<file path="src/design/sfd_pkg.sv">
// shared types, register codes and defaults of the stereo feedback delay
`default_nettype none

package sfd_pkg;

	// default sizes of the delay lines
	localparam int DEF_MAX_DELAY   = 65536;
	localparam int DEF_SAMPLE_BITS = 16;

	// configuration port widths
	localparam int CFG_IDX_W  = 3;
	localparam int CFG_DATA_W = 16;

	// register reset values
	localparam logic [15:0] RST_DELAY    = 16'd24000;
	localparam logic [14:0] RST_FEEDBACK = 15'd16384;
	localparam logic [15:0] RST_WET      = 16'd16384;
	localparam logic        RST_STEREO   = 1'b1;
	localparam logic        RST_BYPASS   = 1'b0;

	// unity gain in Q1.15
	localparam logic [16:0] UNITY_Q15 = 17'd32768;

	// register indexes
	typedef enum logic [CFG_IDX_W-1:0] {
		REG_DELAY    = 3'd0,
		REG_FEEDBACK = 3'd1,
		REG_WET      = 3'd2,
		REG_STEREO   = 3'd3,
		REG_BYPASS   = 3'd4
	} cfg_reg_t;

	// one stereo input pair
	typedef struct packed {
		logic signed [15:0] left_in;
		logic signed [15:0] right_in;
	} sample_t;

	// one stereo output pair
	typedef struct packed {
		logic signed [15:0] left_out;
		logic signed [15:0] right_out;
	} result_t;

	// settings as the datapath uses them, already clamped
	typedef struct packed {
		logic [15:0] delay;
		logic [14:0] feedback;
		logic [16:0] wet;
		logic        stereo;
		logic        bypass;
	} cfg_t;

endpackage

`default_nettype wire

</file>
<file path="src/design/sfd_cfg_regs.sv">
// configuration registers with delay and wet clamping
`default_nettype none

module sfd_cfg_regs #(
	parameter int MAX_DELAY = sfd_pkg::DEF_MAX_DELAY
) (
	input  wire logic                           clk,
	input  wire logic                           arst_n,
	input  wire logic                           cfg_write,
	input  wire logic [sfd_pkg::CFG_IDX_W-1:0]  cfg_index,
	input  wire logic [sfd_pkg::CFG_DATA_W-1:0] cfg_data,
	output sfd_pkg::cfg_t                       cfg
);

	logic [15:0] delay_q;
	logic [14:0] feedback_q;
	logic [15:0] wet_q;
	logic        stereo_q;
	logic        bypass_q;

	// register writes, unknown indexes dropped
	always_ff @(posedge clk or negedge arst_n) begin
		if (!arst_n) begin
			delay_q    <= sfd_pkg::RST_DELAY;
			feedback_q <= sfd_pkg::RST_FEEDBACK;
			wet_q      <= sfd_pkg::RST_WET;
			stereo_q   <= sfd_pkg::RST_STEREO;
			bypass_q   <= sfd_pkg::RST_BYPASS;
		end else if (cfg_write) begin
			unique case (sfd_pkg::cfg_reg_t'(cfg_index))
				sfd_pkg::REG_DELAY:    delay_q    <= cfg_data[15:0];
				sfd_pkg::REG_FEEDBACK: feedback_q <= cfg_data[14:0];
				sfd_pkg::REG_WET:      wet_q      <= cfg_data[15:0];
				sfd_pkg::REG_STEREO:   stereo_q   <= cfg_data[0];
				sfd_pkg::REG_BYPASS:   bypass_q   <= cfg_data[0];
				default: ;
			endcase
		end
	end

	// zero delay acts as one, delay capped at line length, wet capped at unity
	always_comb begin
		if (delay_q == 16'd0) begin
			cfg.delay = 16'd1;
		end else if ({16'd0, delay_q} > 32'(MAX_DELAY)) begin
			cfg.delay = 16'(MAX_DELAY);
		end else begin
			cfg.delay = delay_q;
		end
		cfg.feedback = feedback_q;
		cfg.wet      = ({1'b0, wet_q} > sfd_pkg::UNITY_Q15) ? sfd_pkg::UNITY_Q15 : {1'b0, wet_q};
		cfg.stereo   = stereo_q;
		cfg.bypass   = bypass_q;
	end

endmodule

`default_nettype wire

</file>
<file path="config.mk">
export PLATFORM = sky130hd
export DESIGN_NAME = sfd_cfg_regs
export DESIGN_NICKNAME = d
export VERILOG_FILES = /design/src/design/sfd_pkg.sv /design/src/design/sfd_cfg_regs.sv
export SDC_FILE = /design/constraint.sdc
export NUM_CORES = 1
export LEC_CHECK = 0
export ABC_AREA = 1
export BUFFER_PORTS_ARGS = -buffer_cell sky130_fd_sc_hd__buf_2
export CELL_PAD_IN_SITES_DETAIL_PLACEMENT = 2
export CELL_PAD_IN_SITES_GLOBAL_PLACEMENT = 2
export CORE_ASPECT_RATIO = 0.75
export CORE_MARGIN = 2
export CORE_UTILIZATION = 30
export DETAILED_ROUTE_END_ITERATION = 6
export PLACE_DENSITY_LB_ADDON = 0.1
export SYNTH_ARGS = -nofsm -noshare
export SYNTH_HDL_FRONTEND = slang
export SYNTH_SLANG_ARGS = --single-unit
</file>
<file path="constraint.sdc">
create_clock -name clk -period 2.85 [get_ports clk]
set_input_delay 0.57 -clock clk [delete_from_list [all_inputs] [get_ports clk]]
set_output_delay 0.57 -clock clk [all_outputs]
set_load 0.05 [all_outputs]
</file>
==> results of run 1 <==
==> sequential cells by signal, summed over array words and instances (netlist names) <==
register and count:
bypass_q 1, stereo_q 1, wet_q 16, feedback_q 15, delay_q 16
==> synth_stat cells (all sizes together) <==
cell type  count
inv           34
buf            8
dfrtp         39
a21oi         15
nand4          2
nand2         56
o21ai         49
nand3          3
o21bai         1
clkbuf        23
nor2          21
conb           1
dfstp         10
==> cell families after synthesis <==
group           synth area share (%)
compound gates                  16.6
buf+inv                         12.3
flops                           55.1
other cells                    0.167
simple gates                    15.9
==> final timing paths <==
path | from | end | slack, ns | depth (start not counted)
setup reg to reg | wet_q[15]$_DFFE_PN0P_ | wet_q[15]$_DFFE_PN0P_ | 1.85 | 3
max in group asynchronous | arst_n | delay_q[14]$_DFFE_PN1P_ | 1.85 | 2
min in group clk | bypass_q$_DFFE_PN0P_ | bypass_q$_DFFE_PN0P_ | 0.49 | 2
setup / recovery | wet_q[4]$_DFFE_PN0P_ | cfg[6] | 0.55 | 6
hold / removal | arst_n | feedback_q[4]$_DFFE_PN0P_ | 0.30 | 1
hold reg to reg | bypass_q$_DFFE_PN0P_ | bypass_q$_DFFE_PN0P_ | 0.49 | 2
==> power by group <==
group / switching [µW] / internal (µW) / leakage [µW]
Combinational: 708 / 206 / 0.000769
Sequential: 100 / 846 / 0.000595
Clock: 231 / 220 / 0.0000542
==> area by class of cell <==
cell class / count / area, µm²
fill: 875 / 4590
sequential: 49 / 1240
multi-input combinational: 148 / 733
timing repair buffer: 73 / 373
inverter: 34 / 130
tap: 101 / 126
clock buffer: 7 / 96.3
clock inverter: 1 / 5.00
==> routing by layer <==
layer / GRT usage, % / up-vias
li1: - / 894
met3: 4.60 / 5
met1: 19.8 / 887
met5: 0 / -
met4: 4.46 / 0
met2: 27.8 / 42
==> through the flow <==
stage               hold slack (ns)  cell area (µm²)
floorplan                     0.274             2250
global placement              0.465             2600
detailed placement            0.481             2600
CTS                           0.311             2700
global route                  0.331             2700
finish                        0.295             2700
==> metrics.yaml, run 1 <==
global_route:
  grt_pass1_vias: 1991
  gr-usage-all-layers_pct: 16.1
  grt_pass1_wl_um: 10400
  antenna_found_initial: 0
  grt_start_max_net_pins: 33
  grt_overflow: 0
route:
  met1_length_um: 2630
  routed_wl_um: 6010
  routed-wl-met2_um: 2970
  top_layer: "met4"
  first_iter_violations: 28
  vias: 1828
  wl_per_cell_um: 14.6
  routed_via_density: 4.43
  drt_first_pass_iters: 3
  met3_length_um: 352
  drc: 0
  final_antenna_net_count: 0
worst_setup_path:
  critical_path_class: "reg -> out"
  slowest_delay_ns: 0.42
  cp.arrival_ns: 1.73
  critPathBufInv: 1
  cp_max_fo: 15
  crit_required_ns: 2.28
  critPathSlowestCell: "dfrtp_1"
  cpLargestDelayFamily: "simple AND/OR/NAND/NOR gates"
  end_kind: "primary output"
  cp-start-kind: "register"
  cp_cell_sequence: "nor2_1 -> nand2_1 -> nor2_2 -> nand2_4 -> a21oi_1 -> buf_2"
logic_synthesis:
  syn_inst: 262
  ys_top_cells_by_area: "dfrtp_1 43%, dfstp_2 12%, nand2_1 9.0%"
  synth_fp_nets: 284
  yosysTopAreaCell: "dfrtp_1"
  ys_seq_area_share_pct: 55.1
  synth.distinct_cells: 25
  synth-seq-cells: 49
  syn_area_per_cell_um2: 8.58
  yosysWarnings: 0
  yosysTopAreaCellShare_pct: 43.4
  syn-cell-area_um2: 2250
placed_design:
  hpwl_um: 4580
  place_congestion: 0.712
  dpl.cell_count: 405
  post-place-ws_ns: 0.862
  io_buffer_count: 70
hold_path:
  hold_class: "in -> async"
clocking:
  cts_sinks: 49
  cts_root_buf: "clkbuf_8"
  cts_setup_buffers: 0
  cts_buffers: 5
  clock_tree.buffer_depth: 2
  cts_tree: "built"
  ctsHtreeMaxLevel: 2
  clkLatencyLatePin_ns: 0.30
  clk_pin_slew_ns: 0.09
  cts_resized: 0
  hold_buffers: 0
sta:
  rsz0062_at_grt: "no"
  setup_ws_ns: 0.551
  report.final.setup_viol: 0
  tightest_slew_ns: 0.951
  finalHoldViolCount: 0
  fin_crit_sh_pct: 80.7
  timing.fmax_mhz: 435
  min_period_ns: 2.30
  skew_ns: 0
  slew_viol_final: 0
  tns_ns: 0
  worst_slew_margin_rel_pct: 36.4
power_and_ir_drop:
  totalPowerFinal_uw: 2310
  max-vdd-ir-drop_v: 0.000225
  p_per_area_nw_per_um2: 855
  power.leakage_uw: 0.00142
die:
  die_h_um: 79.0
  design.core.area_um2: 7300
  dieWidth_um: 104
  io_pins: 72
  rows: 27
  die_area_um2: 8210
  initial_core_util_pct: 30.8
outcome:
  status: "completed"
final_layout:
  antenna_cells: 0
  mostFrequentLayoutCells: "70 x buf_2, 54 x nand2_1, 39 x dfrtp_1, 33 x o21ai_0, 32 x inv_1"
  drive_above_1_share_pct: 35.3
  num-nets-final: 333
  areaGrowthSynthToFinish_pct: 20.2
  final_util_pct: 37.0
  final_common_cell: "buf_2"
  stdcell_count: 413
run:
  max-cap-violations: 0
(Power assumes the default switching activity.)
==> run 2: changes to the inputs <==
Settings changed: CORE_UTILIZATION 30 to 29.
Clock period 2.85 ns to 2.4 ns, I/O delays scaled along.
==> metrics.yaml, run 2 (synthesis gave the netlist of run 1 again) <==
clocking:
  cts_buffers: 5
  cts_resized: 0
  ctsHtreeMaxLevel: 2
  hold_buffers: 0
  clkLatencyLatePin_ns: 0.30
  clk_pin_slew_ns: 0.09
  cts_setup_buffers: 0
  cts_root_buf: "clkbuf_8"
  clock_tree.buffer_depth: 2
  cts_tree: "built"
  cts_sinks: 49
final_layout:
  antenna_cells: 0
  num-nets-final: 334
  final_util_pct: 36.5
  final_common_cell: "buf_2"
  mostFrequentLayoutCells: "69 x buf_2, 54 x nand2_1, 39 x dfrtp_1, 33 x o21ai_0, 32 x inv_1"
  areaGrowthSynthToFinish_pct: 20.8
  largestRegisters: "delay_q (16), wet_q (16), feedback_q (15)"
  drive_above_1_share_pct: 35.8
  stdcell_area_um2: 2720
power_and_ir_drop:
  seqPwrFrac_pct: 40.9
  pwr-share-comb_pct: 39.6
  sw_frac_of_total_pct: 44.8
  p_clk_share_pct: 19.4
  p_per_area_nw_per_um2: 1010
  totalPowerFinal_uw: 2740
  max-vdd-ir-drop_v: 0.000313
  power.leakage_uw: 0.00142
  netSwitchingPower_uw: 1230
  internal_power_uw: 1510
worst_setup_path:
  cp-start-kind: "register"
  crit_required_ns: 1.92
  rrSetupSlack_ns: 1.45
  slowest_delay_ns: 0.41
  worstSetupStartpoint: "wet_q[6]$_DFFE_PN0P_"
  critPathBufInv: 1
  critical_path_class: "reg -> out"
  cpLargestDelayFamily: "simple AND/OR/NAND/NOR gates"
  critPathSlowestCell: "dfrtp_1"
  r2r_start: "wet_q[15]$_DFFE_PN0P_"
  cp.arrival_ns: 1.73
  cp_cell_sequence: "nor2_1 -> nand2_1 -> nor2_2 -> nand2_4 -> a21oi_1 -> buf_2"
  cp_max_fo: 15
  end_kind: "primary output"
route:
  routed_wl_um: 5900
  met1_length_um: 2720
  vias: 1837
  met3_length_um: 348
  routed-wl-met2_um: 2780
  wl_per_cell_um: 14.2
  drc: 0
  final_antenna_net_count: 0
  first_iter_violations: 26
  routed_via_density: 4.44
  top_layer: "met4"
  drt_first_pass_iters: 4
sta:
  hold_ws_ns: 0.271
  report.final.setup_viol: 0
  slew_viol_final: 0
  skew_ns: 0
  worst_slew_margin_rel_pct: 57.1
  rsz0062_at_grt: "no"
  finalHoldViolCount: 0
  tightest_slew_ns: 0.643
  fin_crit_sh_pct: 91.9
  tns_ns: 0
  min_period_ns: 2.21
  timing.fmax_mhz: 453
die:
  initial_core_util_pct: 30.3
  die_area_um2: 8480
  dieWidth_um: 106
  io_pins: 72
  rows: 27
  die_h_um: 80.3
  design.core.area_um2: 7430
placed_design:
  io_buffer_count: 70
  hpwl_um: 4450
  place_congestion: 0.699
  place_area_um2: 2610
hold_path:
  hold_class: "in -> async"
global_route:
  antenna_found_initial: 0
  grt_start_max_net_pins: 50
  grt_pass1_wl_um: 9950
  grt_overflow: 0
  grt_pass1_vias: 2020
  gr-usage-all-layers_pct: 15.0
outcome:
  status: "completed"
run:
  max-cap-violations: 0
run 2: cell types whose count changed in the layout (fill, tap and decap cells not counted):
cell / before / now
clkbuf_4: 0 / 1
a21oi_1: 5 / 4
buf_2: 70 / 69
a21oi_2: 9 / 10
buf_4: 3 / 4
run 2: layout make-up:
type	instances	area [µm²]
fillers	881	4720
flip-flops and latches	49	1240
multi-input cells	148	737
repair buffers	74	383
inverters	34	130
well taps	101	126
clock buffers	7	96.3
clock inverters	1	5.00
run 2: power groups by stage:
stage / clock network (µW) / registers (µW) / logic [µW]
5_1_grt: 591 / 1150 / 1180
3_3_place_gp: 0 / 1140 / 1080
6_report: 532 / 1120 / 1090
3_5_place_dp: 0 / 1140 / 1100
4_1_cts: 559 / 1130 / 1100
2_1_floorplan: 0 / 1270 / 716
run 2: layer usage:
layer | global-route usage [%] | up-vias
li1 | - | 897
met1 | 18.9 | 890
met2 | 26.0 | 43
met3 | 4.06 | 7
met4 | 3.55 | 0
met5 | 0 | -
run 2: metrics by stage:
step                worst slack (ns)  cells
finish                         0.194    414
global route                  0.0106    414
CTS                            0.133    414
detailed placement             0.479    406
global placement               0.526    406
floorplan                      0.391    262
run 2: worst paths after layout:
check	end	cells after the start
worst max-delay path	cfg[4]	6
worst min-delay path	delay_q[9]$_DFFE_PN0P_	2
worst max register to register	wet_q[15]$_DFFE_PN0P_	3
worst min register to register	feedback_q[3]$_DFFE_PN0P_	2
max in group asynchronous	feedback_q[11]$_DFFE_PN0P_	2
min in group clk	delay_q[11]$_DFFE_PN1P_	3
==> run 3: changes to the inputs <==
Settings changed: CORE_ASPECT_RATIO 0.75 to default.
==> metrics.yaml, run 3 (synthesis gave the netlist of run 1 again) <==
outcome:
  status: "completed"
power_and_ir_drop:
  p_per_area_nw_per_um2: 1000
  seqPwrFrac_pct: 41.6
  sw_frac_of_total_pct: 46.1
  netSwitchingPower_uw: 1240
  power.leakage_uw: 0.00141
  p_clk_share_pct: 18.3
  internal_power_uw: 1450
  pwr-share-comb_pct: 40.1
  max-vdd-ir-drop_v: 0.000320
worst_setup_path:
  critical_path_class: "reg -> out"
  cp-start-kind: "register"
  cpLargestDelayFamily: "simple AND/OR/NAND/NOR gates"
  critPathBufInv: 1
  rrSetupSlack_ns: 1.45
  cp_max_fo: 15
  critPathSlowestCell: "dfrtp_1"
  slowest_delay_ns: 0.41
  cp.arrival_ns: 1.67
  crit_required_ns: 1.92
  end_kind: "primary output"
  cp_cell_sequence: "nor2_1 -> nand2_1 -> nor2_2 -> nand2_4 -> a21oi_1 -> buf_2"
sta:
  timing.fmax_mhz: 464
  slew_viol_final: 0
  hold_ws_ns: 0.255
  min_period_ns: 2.15
  report.final.setup_viol: 0
  rsz0062_at_grt: "no"
  worst_slew_margin_rel_pct: 57.6
  setup_ws_ns: 0.246
  fin_crit_sh_pct: 89.7
  finalHoldViolCount: 0
  tightest_slew_ns: 0.636
  skew_ns: 0
  tns_ns: 0
run:
  max-cap-violations: 0
global_route:
  antenna_found_initial: 0
  grt_start_max_net_pins: 50
  grt_pass1_vias: 1907
  gr-usage-all-layers_pct: 14.9
  grt_pass1_wl_um: 9930
  grt_overflow: 0
route:
  vias: 1834
  wl_per_cell_um: 14.2
  drc: 0
  routed_via_density: 4.42
  drt_first_pass_iters: 4
  final_antenna_net_count: 0
  routed_wl_um: 5880
  first_iter_violations: 74
clocking:
  cts_root_buf: "clkbuf_8"
  cts_resized: 0
  clock_tree.buffer_depth: 2
  cts_tree: "built"
  cts_setup_buffers: 0
  ctsHtreeMaxLevel: 2
  clk_pin_slew_ns: 0.10
  hold_buffers: 0
  clkLatencyLatePin_ns: 0.29
  cts_sinks: 49
  cts_buffers: 5
final_layout:
  final_common_cell: "buf_2"
  final_util_pct: 35.5
  num-nets-final: 334
  drive_above_1_share_pct: 35.1
  antenna_cells: 0
  mostFrequentLayoutCells: "70 x buf_2, 54 x nand2_1, 39 x dfrtp_1, 33 x o21ai_0, 32 x inv_1"
  largestRegisters: "delay_q (16), wet_q (16), feedback_q (15)"
  areaGrowthSynthToFinish_pct: 20.0
  stdcell_area_um2: 2700
placed_design:
  hpwl_um: 4370
  post-place-ws_ns: 0.533
  io_buffer_count: 70
  place_congestion: 0.696
  place_area_um2: 2610
die:
  die_h_um: 92.1
  design.core.area_um2: 7610
  dieWidth_um: 92.1
  initial_core_util_pct: 29.6
  rows: 32
  die_area_um2: 8470
  io_pins: 72
hold_path:
  hold_class: "in -> async"
==> run 3: power by group through the flow <==
stage          combinational, µW  clock, µW  sequential [µW]
2_1_floorplan                716          0             1270
3_3_place_gp                1080          0             1140
3_5_place_dp                1100          0             1140
4_1_cts                     1100        517             1130
5_1_grt                     1170        546             1150
6_report                    1080        494             1120
==> run 3: area by class of cell <==
class | count | area, µm²
multi-input cells | 148 | 733
inverters | 34 | 130
repair buffers | 74 | 380
clock inverters | 2 | 15.0
fillers | 910 | 4910
flip-flops and latches | 49 | 1240
well taps | 102 | 128
clock buffers | 6 | 72.6
==> run 3: stage by stage <==
stage          total power [µW]  cells
6_report                   2700    415
5_1_grt                    2860    415
4_1_cts                    2740    415
3_5_place_dp               2240    407
3_3_place_gp               2220    407
2_1_floorplan              1990    262
==> run 3: layer usage <==
metal	GRT usage [%]	share of wire (%)	up-vias
met3	3.29	4.5	5
met4	4.10	1.0	0
met1	21.4	49	889
met2	22.8	45	44
li1	-	-	896
met5	0	0	-
==> run 3: worst paths after layout <==
check                      depth (start not counted)             startpoint                     end
setup reg to reg                                   3  wet_q[15]$_DFFE_PN0P_   wet_q[15]$_DFFE_PN0P_
hold reg to reg                                    2   bypass_q$_DFFE_PN0P_    bypass_q$_DFFE_PN0P_
hold / removal                                     2                 arst_n   wet_q[10]$_DFFE_PN0P_
min in group clk                                   3           cfg_data[14]   wet_q[14]$_DFFE_PN1P_
max in group asynchronous                          2                 arst_n  delay_q[3]$_DFFE_PN0P_
setup / recovery                                   6   wet_q[4]$_DFFE_PN0P_                  cfg[3]
